<file path="src/rtl/core/hsvr_pkg.sv">
// Shared types, constants and helper functions for the rainbow HSV to RGB converter.
`default_nettype none

package hsvr_pkg;

  // Hue section layout and ramp levels.
  localparam logic [4:0] OfsMask   = 5'h1F;
  localparam logic [7:0] K255      = 8'd255;
  localparam logic [7:0] K171      = 8'd171;
  localparam logic [7:0] K85       = 8'd85;
  localparam logic [7:0] OneThird  = 8'(256 / 3);
  localparam logic [7:0] TwoThirds = 8'((256 * 2) / 3);

  // Hue section codes, taken from the top three hue bits.
  typedef enum logic [2:0] {
    SecRedOrange   = 3'd0,
    SecOrangeYel   = 3'd1,
    SecYelGreen    = 3'd2,
    SecGreenAqua   = 3'd3,
    SecAquaBlue    = 3'd4,
    SecBluePurple  = 3'd5,
    SecPurplePink  = 3'd6,
    SecPinkRed     = 3'd7
  } hue_sec_e;

  // One colour triple as it moves between modules and stages.
  typedef struct packed {
    logic [7:0] red;
    logic [7:0] green;
    logic [7:0] blue;
  } rgb_t;

  // Upper byte of an 8 by 8 product.
  function automatic logic [7:0] mul_hi8(input logic [7:0] a, input logic [7:0] b);
    logic [15:0] prod;
    prod = 16'(a) * 16'(b);
    return prod[15:8];
  endfunction

  // Video scaling: zero stays zero, and a nonzero channel stays nonzero
  // as long as the scale is nonzero.
  function automatic logic [7:0] video_chan(input logic [7:0] c, input logic [7:0] scale);
    logic [7:0] res;
    if (c == 8'd0) begin
      res = 8'd0;
    end else begin
      res = mul_hi8(c, scale) + ((scale != 8'd0) ? 8'd1 : 8'd0);
    end
    return res;
  endfunction

endpackage

`default_nettype wire

</file>
<file path="src/rtl/core/hsvr_hsv_if.sv">
// Channel interface that carries one hue, saturation and brightness item.
`default_nettype none

interface hsvr_hsv_if;
  logic       valid;
  logic       ready;
  logic [7:0] hue;
  logic [7:0] saturation;
  logic [7:0] brightness;

  modport source (output valid, output hue, output saturation, output brightness,
                  input ready);
  modport sink   (input valid, input hue, input saturation, input brightness,
                  output ready);
endinterface

`default_nettype wire

</file>
<file path="src/rtl/core/hsvr_rgb_if.sv">
// Channel interface that carries one red, green and blue item.
`default_nettype none

interface hsvr_rgb_if;
  logic       valid;
  logic       ready;
  logic [7:0] red;
  logic [7:0] green;
  logic [7:0] blue;

  modport source (output valid, output red, output green, output blue, input ready);
  modport sink   (input valid, input red, input green, input blue, output ready);
endinterface

`default_nettype wire

</file>
<file path="src/rtl/core/hsvr_hue_map.sv">
// Eight-section rainbow hue map with moderate yellow boost, fully saturated colour.
`default_nettype none

module hsvr_hue_map
  import hsvr_pkg::*;
(
  input  wire logic [7:0] hue_i,
  output rgb_t            rgb_o
);

  logic [7:0] pos;
  logic [7:0] third;
  logic [7:0] twoth;
  hue_sec_e   sec;

  // Ramp position inside the section and its one-third and two-thirds ramps.
  assign pos   = {hue_i[4:0] & OfsMask, 3'b000};
  assign third = mul_hi8(pos, OneThird);
  assign twoth = mul_hi8(pos, TwoThirds);
  assign sec   = hue_sec_e'(hue_i[7:5]);

  // Section select of the three channel levels.
  always_comb begin
    rgb_o = '0;
    case (sec)
      SecRedOrange: begin
        rgb_o.red = K255 - third; rgb_o.green = third; rgb_o.blue = 8'd0;
      end
      SecOrangeYel: begin
        rgb_o.red = K171; rgb_o.green = K85 + third; rgb_o.blue = 8'd0;
      end
      SecYelGreen: begin
        rgb_o.red = K171 - twoth; rgb_o.green = K171 + third; rgb_o.blue = 8'd0;
      end
      SecGreenAqua: begin
        rgb_o.red = 8'd0; rgb_o.green = K255 - third; rgb_o.blue = third;
      end
      SecAquaBlue: begin
        rgb_o.red = 8'd0; rgb_o.green = K171 - twoth; rgb_o.blue = K85 + twoth;
      end
      SecBluePurple: begin
        rgb_o.red = third; rgb_o.green = 8'd0; rgb_o.blue = K255 - third;
      end
      SecPurplePink: begin
        rgb_o.red = K85 + third; rgb_o.green = 8'd0; rgb_o.blue = K171 - third;
      end
      SecPinkRed: begin
        rgb_o.red = K171 + third; rgb_o.green = 8'd0; rgb_o.blue = K85 - third;
      end
      default: begin
        rgb_o = '0;
      end
    endcase
  end

endmodule

`default_nettype wire

</file>
<file path="src/rtl/core/hsv_to_rgb_rainbow_top.sv">
// Top level of the rainbow HSV to RGB converter: a three-stage pipeline.
//
// Usage:
//   The hsv_i channel takes one hue, saturation and brightness item per cycle;
//   the rgb_o channel returns one red, green and blue item for each of them,
//   in order. Both channels use valid and ready; an item moves on a rising
//   edge at which both are high.
//   The result is registered in stages one, two and three and is shown on rgb_o
//   from the stage three register until a ready receiver takes it. Stage
//   one does the hue map and the floor and squared-value products, stage two
//   the saturation scaling, stage three the value scaling, which is also the
//   output register.
//   Throughput is one item per cycle. The three stages advance together on
//   one enable that is high whenever the output register is empty or its
//   item is being taken, so a stalled receiver freezes every stage and
//   holds hsv_i.ready low; nothing is lost or repeated.
//   Reset clears all stage valid bits; the block accepts items in the first
//   cycle after reset is released.
`default_nettype none

module hsv_to_rgb_rainbow_top
  import hsvr_pkg::*;
(
  input  wire logic clk_i,
  input  wire logic rst_ni,
  hsvr_hsv_if.sink   hsv_i,
  hsvr_rgb_if.source rgb_o
);

  logic adv;

  logic       s1_valid_q, s2_valid_q, s3_valid_q;
  rgb_t       map_rgb;
  rgb_t       s1_rgb_q, s2_rgb_q, s3_rgb_q;
  rgb_t       s2_rgb_d, s3_rgb_d;
  logic [7:0] s1_floor_q, s1_sat_q, s1_v2_q, s2_v2_q;
  logic       s1_sfull_q, s1_vfull_q, s2_vfull_q;
  logic [7:0] floor_d, v2_d;

  // Whole pipeline advances when the output slot is free or being drained.
  assign adv         = !s3_valid_q || rgb_o.ready;
  assign hsv_i.ready = adv;

  // Stage one: hue map, desaturation floor and video-squared brightness.
  hsvr_hue_map u_hue_map (
    .hue_i (hsv_i.hue),
    .rgb_o (map_rgb)
  );

  assign floor_d = mul_hi8(K255 - hsv_i.saturation, K255 - hsv_i.saturation);
  assign v2_d    = mul_hi8(hsv_i.brightness, hsv_i.brightness)
                   + ((hsv_i.brightness != 8'd0) ? 8'd1 : 8'd0);

  // Stage two: saturation scaling plus floor with 8-bit wrap.
  always_comb begin
    if (s1_sfull_q) begin
      s2_rgb_d = s1_rgb_q;
    end else begin
      s2_rgb_d.red   = video_chan(s1_rgb_q.red,   s1_sat_q) + s1_floor_q;
      s2_rgb_d.green = video_chan(s1_rgb_q.green, s1_sat_q) + s1_floor_q;
      s2_rgb_d.blue  = video_chan(s1_rgb_q.blue,  s1_sat_q) + s1_floor_q;
    end
  end

  // Stage three: brightness scaling.
  always_comb begin
    if (s2_vfull_q) begin
      s3_rgb_d = s2_rgb_q;
    end else begin
      s3_rgb_d.red   = video_chan(s2_rgb_q.red,   s2_v2_q);
      s3_rgb_d.green = video_chan(s2_rgb_q.green, s2_v2_q);
      s3_rgb_d.blue  = video_chan(s2_rgb_q.blue,  s2_v2_q);
    end
  end

  // Valid bits travel with the data.
  always_ff @(posedge clk_i or negedge rst_ni) begin
    if (!rst_ni) begin
      s1_valid_q <= 1'b0;
      s2_valid_q <= 1'b0;
      s3_valid_q <= 1'b0;
    end else if (adv) begin
      s1_valid_q <= hsv_i.valid;
      s2_valid_q <= s1_valid_q;
      s3_valid_q <= s2_valid_q;
    end
  end

  // Payload registers of all three stages.
  always_ff @(posedge clk_i) begin
    if (adv) begin
      s1_rgb_q   <= map_rgb;
      s1_floor_q <= floor_d;
      s1_sat_q   <= hsv_i.saturation;
      s1_sfull_q <= (hsv_i.saturation == K255);
      s1_v2_q    <= v2_d;
      s1_vfull_q <= (hsv_i.brightness == K255);
      s2_rgb_q   <= s2_rgb_d;
      s2_v2_q    <= s1_v2_q;
      s2_vfull_q <= s1_vfull_q;
      s3_rgb_q   <= s3_rgb_d;
    end
  end

  assign rgb_o.valid = s3_valid_q;
  assign rgb_o.red   = s3_rgb_q.red;
  assign rgb_o.green = s3_rgb_q.green;
  assign rgb_o.blue  = s3_rgb_q.blue;

`ifndef SYNTHESIS
  // A held result blocks new items.
  a_stall_blocks_input: assert property (@(posedge clk_i) disable iff (!rst_ni)
    (rgb_o.valid && !rgb_o.ready) |-> !hsv_i.ready)
    else $error("input accepted while output stalled");

  // An item in stage one reaches stage two when the pipe advances.
  a_s1_moves: assert property (@(posedge clk_i) disable iff (!rst_ni)
    (adv && s1_valid_q) |=> s2_valid_q)
    else $error("item lost between stage one and stage two");

  // An item in stage two reaches the output when the pipe advances.
  a_s2_moves: assert property (@(posedge clk_i) disable iff (!rst_ni)
    (adv && s2_valid_q) |=> rgb_o.valid)
    else $error("item lost between stage two and output");

  // Zero brightness gives black.
  a_zero_val_black: assert property (@(posedge clk_i) disable iff (!rst_ni)
    (adv && s2_valid_q && !s2_vfull_q && (s2_v2_q == 8'd0))
    |=> (rgb_o.red == 8'd0 && rgb_o.green == 8'd0 && rgb_o.blue == 8'd0))
    else $error("zero brightness did not give black");
`endif

endmodule

`default_nettype wire

</file>
<file path="src/flat_wrapper.sv">
// flat-port wrapper written by rule: the top's interface ports become plain ports
module hsv_to_rgb_rainbow_top_flat import hsvr_pkg::*;
  (clk_i, rst_ni, hsv_i_valid, hsv_i_hue, hsv_i_saturation, hsv_i_brightness, hsv_i_ready, rgb_o_valid, rgb_o_red, rgb_o_green, rgb_o_blue, rgb_o_ready);
  hsvr_hsv_if hsv_i_i ();
  hsvr_rgb_if rgb_o_i ();
  input  wire logic clk_i;
  input  wire logic rst_ni;
  input wire logic [$bits(hsv_i_i.valid)-1:0] hsv_i_valid;
  input wire logic [$bits(hsv_i_i.hue)-1:0] hsv_i_hue;
  input wire logic [$bits(hsv_i_i.saturation)-1:0] hsv_i_saturation;
  input wire logic [$bits(hsv_i_i.brightness)-1:0] hsv_i_brightness;
  output wire logic [$bits(hsv_i_i.ready)-1:0] hsv_i_ready;
  output wire logic [$bits(rgb_o_i.valid)-1:0] rgb_o_valid;
  output wire logic [$bits(rgb_o_i.red)-1:0] rgb_o_red;
  output wire logic [$bits(rgb_o_i.green)-1:0] rgb_o_green;
  output wire logic [$bits(rgb_o_i.blue)-1:0] rgb_o_blue;
  input wire logic [$bits(rgb_o_i.ready)-1:0] rgb_o_ready;
  assign hsv_i_i.valid = hsv_i_valid;
  assign hsv_i_i.hue = hsv_i_hue;
  assign hsv_i_i.saturation = hsv_i_saturation;
  assign hsv_i_i.brightness = hsv_i_brightness;
  assign hsv_i_ready = hsv_i_i.ready;
  assign rgb_o_valid = rgb_o_i.valid;
  assign rgb_o_red = rgb_o_i.red;
  assign rgb_o_green = rgb_o_i.green;
  assign rgb_o_blue = rgb_o_i.blue;
  assign rgb_o_i.ready = rgb_o_ready;
  hsv_to_rgb_rainbow_top u_core (.clk_i(clk_i), .rst_ni(rst_ni), .hsv_i(hsv_i_i), .rgb_o(rgb_o_i));
endmodule
</file>
<file path="config.mk">
export PLATFORM = sky130hd
export DESIGN_NAME = hsv_to_rgb_rainbow_top_flat
export DESIGN_NICKNAME = d
export VERILOG_FILES = /design/src/rtl/core/hsvr_pkg.sv /design/src/rtl/core/hsvr_hsv_if.sv /design/src/rtl/core/hsvr_rgb_if.sv /design/src/rtl/core/hsvr_hue_map.sv /design/src/rtl/core/hsv_to_rgb_rainbow_top.sv /design/src/flat_wrapper.sv
export SDC_FILE = /design/constraint.sdc
export NUM_CORES = 1
export LEC_CHECK = 0
export BUFFER_PORTS_ARGS = -buffer_cell sky130_fd_sc_hd__buf_2
export CORE_ASPECT_RATIO = 2
export CORE_MARGIN = 10
export CORE_UTILIZATION = 70
export CTS_CLUSTER_DIAMETER = 200
export DETAILED_ROUTE_END_ITERATION = 10
export PLACE_DENSITY = 0.95
export SYNTH_ARGS = -nofsm -noshare
export SYNTH_HDL_FRONTEND = slang
export SYNTH_HIERARCHICAL = 1
export SYNTH_SLANG_ARGS = --single-unit
</file>
<file path="constraint.sdc">
create_clock -name clk_i -period 19 [get_ports clk_i]
set_clock_uncertainty 0.1 [all_clocks]
set_input_delay 1.9 -clock clk_i [delete_from_list [all_inputs] [get_ports clk_i]]
set_output_delay 1.9 -clock clk_i [all_outputs]
set_load 0.01 [all_outputs]
</file>
======== Word-level counts from Yosys, hierarchy flattened ========
Cells that the tools add are included.
W data, S select, Z words.
word-level totals
  register bits ........................... 110
  output and inout port bits .............. 26
operators by class
  add/subtract/negate cells ............... 18
  multiply operators ...................... 10
  equal/unequal tests ..................... 9
  muxes and demuxes ....................... 15
  reductions and logical operators ........ 12
operators by type and width
  kind                    number
  $pmux W24 S8            1
  $mul A8 B8 Y16          8
  $add A8 B8 Y8           10
  $mux W8                 9
  $logic_not A8 Y1        6
  $mux W24                2
  $mul A5 B7 Y12 const B  2
  $reduce_bool A8 Y1      3
  $eq A8 B8 Y1 const B    2
  $sub A8 B7 Y8 const A   2
  $sub A8 B8 Y8 const A   2
  $eq A3 B3 Y1 const B    4
  $add A7 B7 Y8 const A   1
  $add A7 B8 Y8 const A   1
  $add A8 B7 Y8 const A   1
  $sub A7 B7 Y8 const A   1
  $eq A3 B2 Y1 const B    2
  $eq A3 B1 Y1 const B    1
  $logic_not A3 Y1        1
  $mux W1                 3
  $logic_not A1 Y1        1
  $logic_or A1 B1 Y1      1

======== Depth between registers and ports, before layout ========
Gate-level depths: netlist of run 1.
  word-level depth ........................ 7
  depth in mapped cells ................... 31

======== Cells and area by module ========
Netlist of run 1, hierarchy kept.
by module, submodules not included
  module                  instances  cells an instance  area each (sq um)  seq. area each (sq um)
  hsv_to_rgb_rainbow_top  1          2233               20757.4            3288.2
  hsvr_hue_map            1          331                2058.2             0.0

======== Worst setup path before layout of run 1 ========
No wires, ideal clock.
  kind .................................... input to register
  start point ............................. input hsv_i_brightness[5]
  end point ............................... register u_core.s1_v2_q[7] (data pin)
  library setup time ...................... 258 ps
  arrival time ............................ 6328 ps
  required time ........................... 18642 ps
  path slack .............................. 12315 ps
  stages .................................. 19
  path buffers ............................ 2
  cells stage by stage .................... clkbuf_1 -> nand2_1 -> fa_1 -> fa_1 -> fa_1 -> fa_1 -> inv_1 -> ha_1 -> a21o_1 -> a21oi_1 -> o21ai_1 -> a21oi_1 -> o21bai_1 -> a21o_1 -> clkbuf_1 -> a211o_1 -> a22oi_1 -> nand3_1 -> xnor2_1
between the ends
  cells in the longest elaborated chain, start to end .. 3
  elaborated cells between the ends (all ways) .. 4
  those cells by class .................... add/sub: 1; mul: 1; mux: 1; reduce/logical: 1
RTL lines
  what                                                    RTL line                      text
  start: declaration                                      flat_wrapper.sv:11            input wire logic [$bits(hsv_i_i.brightness)-1:0] hsv_i_brightness;
  branches (longest 2 deep; another with $mul A8 B8 Y16)  n/a
  $add A8 B8 Y8 (*)                                       hsv_to_rgb_rainbow_top.sv:52  + ((hsv_i.brightness != 8'd0) ? 8'd1 : 8'd0);
  via u_core.v2_d[7]                                      hsv_to_rgb_rainbow_top.sv:38  logic [7:0] floor_d, v2_d;
  end signal: assignment                                  hsv_to_rgb_rainbow_top.sv:96  s1_v2_q <= v2_d;
  end: declaration                                        hsv_to_rgb_rainbow_top.sv:36  logic [7:0] s1_floor_q, s1_sat_q, s1_v2_q, s2_v2_q;
Mark *: on every way through the listed nets, which the timed path passes.
A chain may end at the register's enable or synchronous reset.

==> impl_metrics.env, run 1 <==
export IMPL_status="completed"
export IMPL_drv_slew=0
export IMPL_slew_headroom_pct=31.2
export IMPL_postCtsHoldBufs=0
export IMPL_r2r_start="u_core/s1_sat_q[2]"
export IMPL_port_buffers=53
export IMPL_num_vias=18600
export IMPL_worst_setup_path_end_kind="flop"
export IMPL_rsz0062_at_grt="no"
export IMPL_routed_wl_met3_mm=3.18
export IMPL_grt_pass1_wl_mm=94.1
export IMPL_overflow=0
export IMPL_wl_met2_mm=30.9
export IMPL_crit_cells=29
export IMPL_gp_congestion=0.982
export IMPL_start_util_pct=70.8
export IMPL_avgRoutedWirePerCell_um=19.3
export IMPL_place_ws_ns=11.71
export IMPL_ys_warn_count=6
export IMPL_reg_top3="u_core/s1_rgb_q x24, u_core/s2_rgb_q x24"
export IMPL_via_per_inst=6.29
export IMPL_cap_violations=0
export IMPL_clockRootBuffer="clkbuf_16"
export IMPL_fin_crit_sh_pct=39.0
export IMPL_worst_slack_ns=11.59
export IMPL_hpwl_mm=45.5
export IMPL_period_minus_slack_ns=7.41
export IMPL_top_layer_used="met4"
export IMPL_path_buf_inv=4
export IMPL_synth_area_per_cell_um2=8.90
export IMPL_critical_path_arrival_ns=7.46
export IMPL_nets=3115
export IMPL_finalHoldViolCount=0
export IMPL_whs_ns=0.329
export IMPL_dieArea_mm2=0.0407
export IMPL_wl_met1_mm=17.9
export IMPL_nFillCells=2239
export IMPL_syn2layout_area_growth_pct=3.26
export IMPL_ios=54
export IMPL_clk_pin_slew_ns=0.08
export IMPL_rr_worst_depth=29
export IMPL_ff2ff_setup_slack_ns=11.59
export IMPL_cts_resized=0
export IMPL_crit_type="reg2reg"
export IMPL_r2r_end="u_core/s2_rgb_q[15]"
export IMPL_ys_seq_area_share_pct=14.4
export IMPL_cts_setup_buffers=0
export IMPL_syn_num_nets=3160
export IMPL_first_global_vias=20400
export IMPL_worstSetupEndpoint="u_core/s2_rgb_q[15]"
export IMPL_cts_buffers_inserted=9
export IMPL_worstHoldPathType="reg2reg"
export IMPL_drive_gt1_share_pct=5.63
export IMPL_startpoint="u_core/s1_sat_q[2]"
export IMPL_first_pass_iters=6
export IMPL_drc=0
export IMPL_core_mm2=0.0322
export IMPL_critPathRequiredTime_ns=19.05
export IMPL_slowest_delay_ns=0.82
export IMPL_critPathMaxFanout=25
export IMPL_synth_edf_count=107
export IMPL_final_util_pct=73.1
export IMPL_postSynthCellCount=2564
export IMPL_setup_violations=0
export IMPL_syn_area_mm2=0.0228
export IMPL_crit_family="adder cells"
export IMPL_htreeDepth=3
export IMPL_grt_usage_pct=28.5
export IMPL_tightestPinTransition_ns=1.03
export IMPL_wl_mm=57.0
export IMPL_crit_path_top_delay_cell="edfxtp_1"
export IMPL_die_h_um=275
export IMPL_clock_latency_ns=0.39
export IMPL_cts_tree="yes"
export IMPL_setup_tns_ns=0
export IMPL_start_kind="flop"
export IMPL_die_x_um=148
export IMPL_synth_cell_type_count=104
export IMPL_async_flop_share_pct=2.73
export IMPL_grt_max_degree=67
export IMPL_antenna_left=0
export IMPL_ys_ff_latch=110
export IMPL_min_delay_start="u_core/s1_v2_q[2]"
export IMPL_cts_num_sinks=110
export IMPL_synthFlopType="edfxtp_1"
export IMPL_rows=93
export IMPL_cts_buffer_depth=2
export IMPL_min_path_cells=0
export IMPL_first_iter_violations=1173
export IMPL_antenna_found_initial=1
export IMPL_max_freq_ghz=0.135
[Yosys cell counts, types with 5 or more instances]
master	number	area, um2
o21ai_0	73	365
and2_1	267	1670
buf_1	7	26.3
inv_1	398	1490
a21oi_1	96	480
nor2_1	112	420
o22ai_1	9	56.3
nor3b_1	7	52.6
xnor2_1	90	788
ha_1	304	3800
nand3_1	36	180
nand2b_1	14	87.6
a31oi_1	14	87.6
fa_1	264	5290
a21boi_0	5	37.5
edfxtp_1	107	3210
nor4_1	25	156
o221ai_1	5	43.8
clkbuf_1	102	383
nor2b_1	7	43.8
mux2_2	9	101
nand2_1	235	882
a211oi_1	7	52.6
o211ai_1	8	60.1
a22o_1	23	201
nand4_1	12	75.1
o21bai_1	13	97.6
o21a_1	6	45.0
a21o_1	20	150
a211o_1	10	87.6
o31ai_1	10	75.1
or2_2	13	81.3
mux2i_1	7	70.1
and3_1	16	100
and4_1	9	78.8
xor2_1	55	482
or3_1	10	62.6
buf_2	10	50.1
nor3_1	37	185
o21ai_1	5	25.0
[worst min-delay path by stage]
stage / to / slack [ns]
after floorplan: u_core/s2_v2_q[0] / 0.30
final: u_core/s2_v2_q[2] / 0.33
after global routing: u_core/s2_v2_q[1] / 0.35
after global placement: u_core/s2_v2_q[0] / 0.30
after CTS: u_core/s2_v2_q[2] / 0.33
after detailed placement: u_core/s2_v2_q[2] / 0.31
[routing by layer]
metal / vias to the layer above / track usage [%]
li1: 8356 / -
met1: 8999 / 26.2
met2: 872 / 53.6
met3: 350 / 3.94
met4: 0 / 24.2
met5: - / 0
[cell families (layout without fill, tap and decap cells)]
group	after synthesis	in the layout	share of synthesized area, %
buffers and inverters	523	483	8.75
adders and majority gates	572	572	40.0
other	1	2	0.0164
and+or+nand+nor	828	828	19.0
xor gates and xnor gates	147	147	5.79
DFF	110	110	14.4
muxes	18	18	0.899
AOI/OAI and AO/OA	365	365	11.2
[metrics by stage]
stage | std cells | cell area, um2
final | 2952 | 23600
after global routing | 2952 | 23600
after CTS | 2951 | 23600
after detailed placement | 2935 | 23200
after global placement | 2935 | 23200
after floorplan | 2564 | 22800
[final cells by class]
cell class              count  area (um2)  area share [%]
multi-input cells        1931       17500            74.5
flip-flops and latches    110        3290            14.0
inverters                 400        1500            6.37
well taps                 427         534            2.27
repair buffers             67         370            1.57
clock buffers               9         225           0.956
clock inverters             7        91.3           0.388
diodes                      1        2.50          0.0106
[cells in the final DEF (no fill, tap or decap), types with 9 or more instances in the layout]
master     netlist  final
nand2_1        235    235
nor3_1          37     37
and3_1          16     16
buf_4            1     14
inv_1          398    398
mux2_2           9      9
xnor2_1         90     90
o31ai_1         10     10
o21bai_1        13     13
buf_2           10     53
ha_1           304    304
or3_1           10     10
and2_1         267    267
o22ai_1          9      9
or2_2           13     13
o21ai_0         73     73
and4_1           9      9
nand4_1         12     12
a21oi_1         96     96
edfxtp_1       107    107
a31oi_1         14     14
nand2b_1        14     13
nand3_1         36     36
nor4_1          25     24
a211o_1         10     10
fa_1           264    264
clkbuf_16        0      9
nor2_1         112    112
a22o_1          23     23
a21o_1          20     20
xor2_1          55     55
Power of run 1 is left out: the tool's default activity adds up to more than one toggle a clock period on the data nets, which glitch-free logic cannot reach.
==> run 2: changes to the inputs <==
Settings changed: CORE_UTILIZATION 70 to 60, PLACE_DENSITY 0.95 to 0.88.
Clock period 19 ns to 6.6 ns, I/O delays scaled along.
==> impl_metrics.env, run 2 (synthesis results as in run 1) <==
export IMPL_antenna_found_initial=0
export IMPL_finalHoldViolCount=0
export IMPL_worst_slack_ns=0.0456
export IMPL_slew_headroom_pct=38.2
export IMPL_drv_slew=0
export IMPL_overflow=0
export IMPL_place_ws_ns=-0.0937
export IMPL_port_buffers=53
export IMPL_antenna_left=0
export IMPL_worst_setup_path_end_kind="flop"
export IMPL_crit_top_cell="fa_1"
export IMPL_ios=54
export IMPL_rows=101
export IMPL_htreeDepth=3
export IMPL_critPathRequiredTime_ns=6.73
export IMPL_tightestPinTransition_ns=0.917
export IMPL_crit_path_top_delay_cell="fa_1"
export IMPL_clk_pin_slew_ns=0.08
export IMPL_layout_commonest_cell="inv_1"
export IMPL_period_minus_slack_ns=6.55
export IMPL_critical_path_arrival_ns=6.69
export IMPL_critPathMaxFanout=6
export IMPL_setup_violations=0
export IMPL_core_mm2=0.0378
export IMPL_first_pass_iters=5
export IMPL_status="completed"
export IMPL_die_h_um=296
export IMPL_rsz0062_at_grt="yes"
export IMPL_grt_max_degree=55
export IMPL_clockRootBuffer="clkbuf_16"
export IMPL_hpwl_mm=48.9
export IMPL_crit_type="reg2reg"
export IMPL_cts_buffer_depth=2
export IMPL_num_antenna_cells=0
export IMPL_slowest_delay_ns=0.58
export IMPL_start_util_pct=60.4
export IMPL_gp_congestion=0.991
export IMPL_grt_usage_pct=26.4
export IMPL_nFillCells=2805
export IMPL_wl_mm=62.9
export IMPL_first_iter_violations=978
export IMPL_nets=3213
export IMPL_start_kind="flop"
export IMPL_drive_gt1_share_pct=11.5
export IMPL_cp_cell_sequence="buf_6 -> buf_12 -> buf_4 -> and2_1 -> fa_1 -> fa_1 -> fa_1 -> inv_2 -> fa_1 -> inv_1 -> ha_2 -> or3_4 -> a31o_4 -> a31oi_4 -> xnor2_2 -> nand3_1 -> xor3_1 -> and2_1 -> ha_1 -> a21oi_2 -> xnor2_1 -> or4_1 -> a31oi_1"
export IMPL_cap_violations=0
export IMPL_dieArea_mm2=0.0467
export IMPL_final_cell_mix="396 x inv_1, 295 x ha_1, 267 x and2_1, 259 x fa_1, 230 x nand2_1"
export IMPL_worstHoldPathType="reg2reg"
export IMPL_reg_top3="u_core/s1_rgb_q x24, u_core/s2_rgb_q x24"
export IMPL_cts_buffers_inserted=9
export IMPL_grt_pass1_wl_mm=98.4
export IMPL_clock_latency_ns=0.38
export IMPL_num_vias=19000
export IMPL_drc=0
export IMPL_first_global_vias=20400
export IMPL_max_freq_ghz=0.153
export IMPL_via_per_inst=6.17
export IMPL_syn2layout_area_growth_pct=8.64
export IMPL_avgRoutedWirePerCell_um=20.4
export IMPL_setup_tns_ns=0
export IMPL_cts_num_sinks=110
export IMPL_cts_tree="yes"
export IMPL_fin_crit_sh_pct=99.3
export IMPL_die_x_um=158
==> run 2: final cells by class <==
class	instances	area [um2]	share of cell area (%)
clock buffers	9	225	0.909
clock inverters	6	85.1	0.343
inverters	400	1500	6.06
multi-input cells	1931	17900	72.4
flip-flops and latches	110	3290	13.3
well taps	463	579	2.34
repair buffers	165	1170	4.71
==> run 2: path summary, 6_finish.rpt <==
check,startpoint,end,slack (ns),depth (start not counted)
hold reg to reg,u_core/s1_v2_q[1],u_core/s2_v2_q[1],0.32,0
setup reg to reg,u_core/s1_sat_q[5],u_core/s2_rgb_q[23],0.05,23
max in group asynchronous,rst_ni,u_core/s1_valid_q,5.80,2
setup / recovery,u_core/s1_sat_q[5],u_core/s2_rgb_q[23],0.05,23
min in group asynchronous,rst_ni,u_core/rgb_o.valid,0.50,2
hold / removal,u_core/s1_v2_q[1],u_core/s2_v2_q[1],0.32,0
==> run 2: metal layers <==
layer	track usage [%]	vias up	wire length [um]
met5	0	-	0
met4	23.0	0	6340
met3	3.69	376	3250
met2	49.6	838	33800
met1	23.9	9260	19500
li1	-	8548	-
==> run 2: what timing repair did <==
item                                   CTS  global route
cloned                                   0             1
setup buffers                            1            40
gates resized for setup                  9            89
endpoints found under the hold margin    3             0
setup endpoints to repair                3             6
hold buffers                             1             0
pin swaps                                0            50
==> run 2: worst max-delay path, delay by kind of cell, from the launching register on <==
family	cells	cell delay [ns]
adders and majority gates	6	2.65
and+or+nand+nor	5	1.24
AOI/OAI and AO/OA	4	0.79
xor gates and xnor gates	3	0.61
buffers and inverters	5	0.56
DFF	1	0.44
==> run 2: per-stage QoR <==
step	cells	area (um2)	hold slack, ns	util [%]
after floorplan	2564	22800	0.264	-
after global placement	3026	23700	0.305	62.7
after detailed placement	3026	23700	0.305	62.7
after CTS	3043	24100	0.321	63.7
after global routing	3084	24800	0.335	65.6
final	3084	24800	0.320	65.6
Power of run 2 is left out for the same reason.
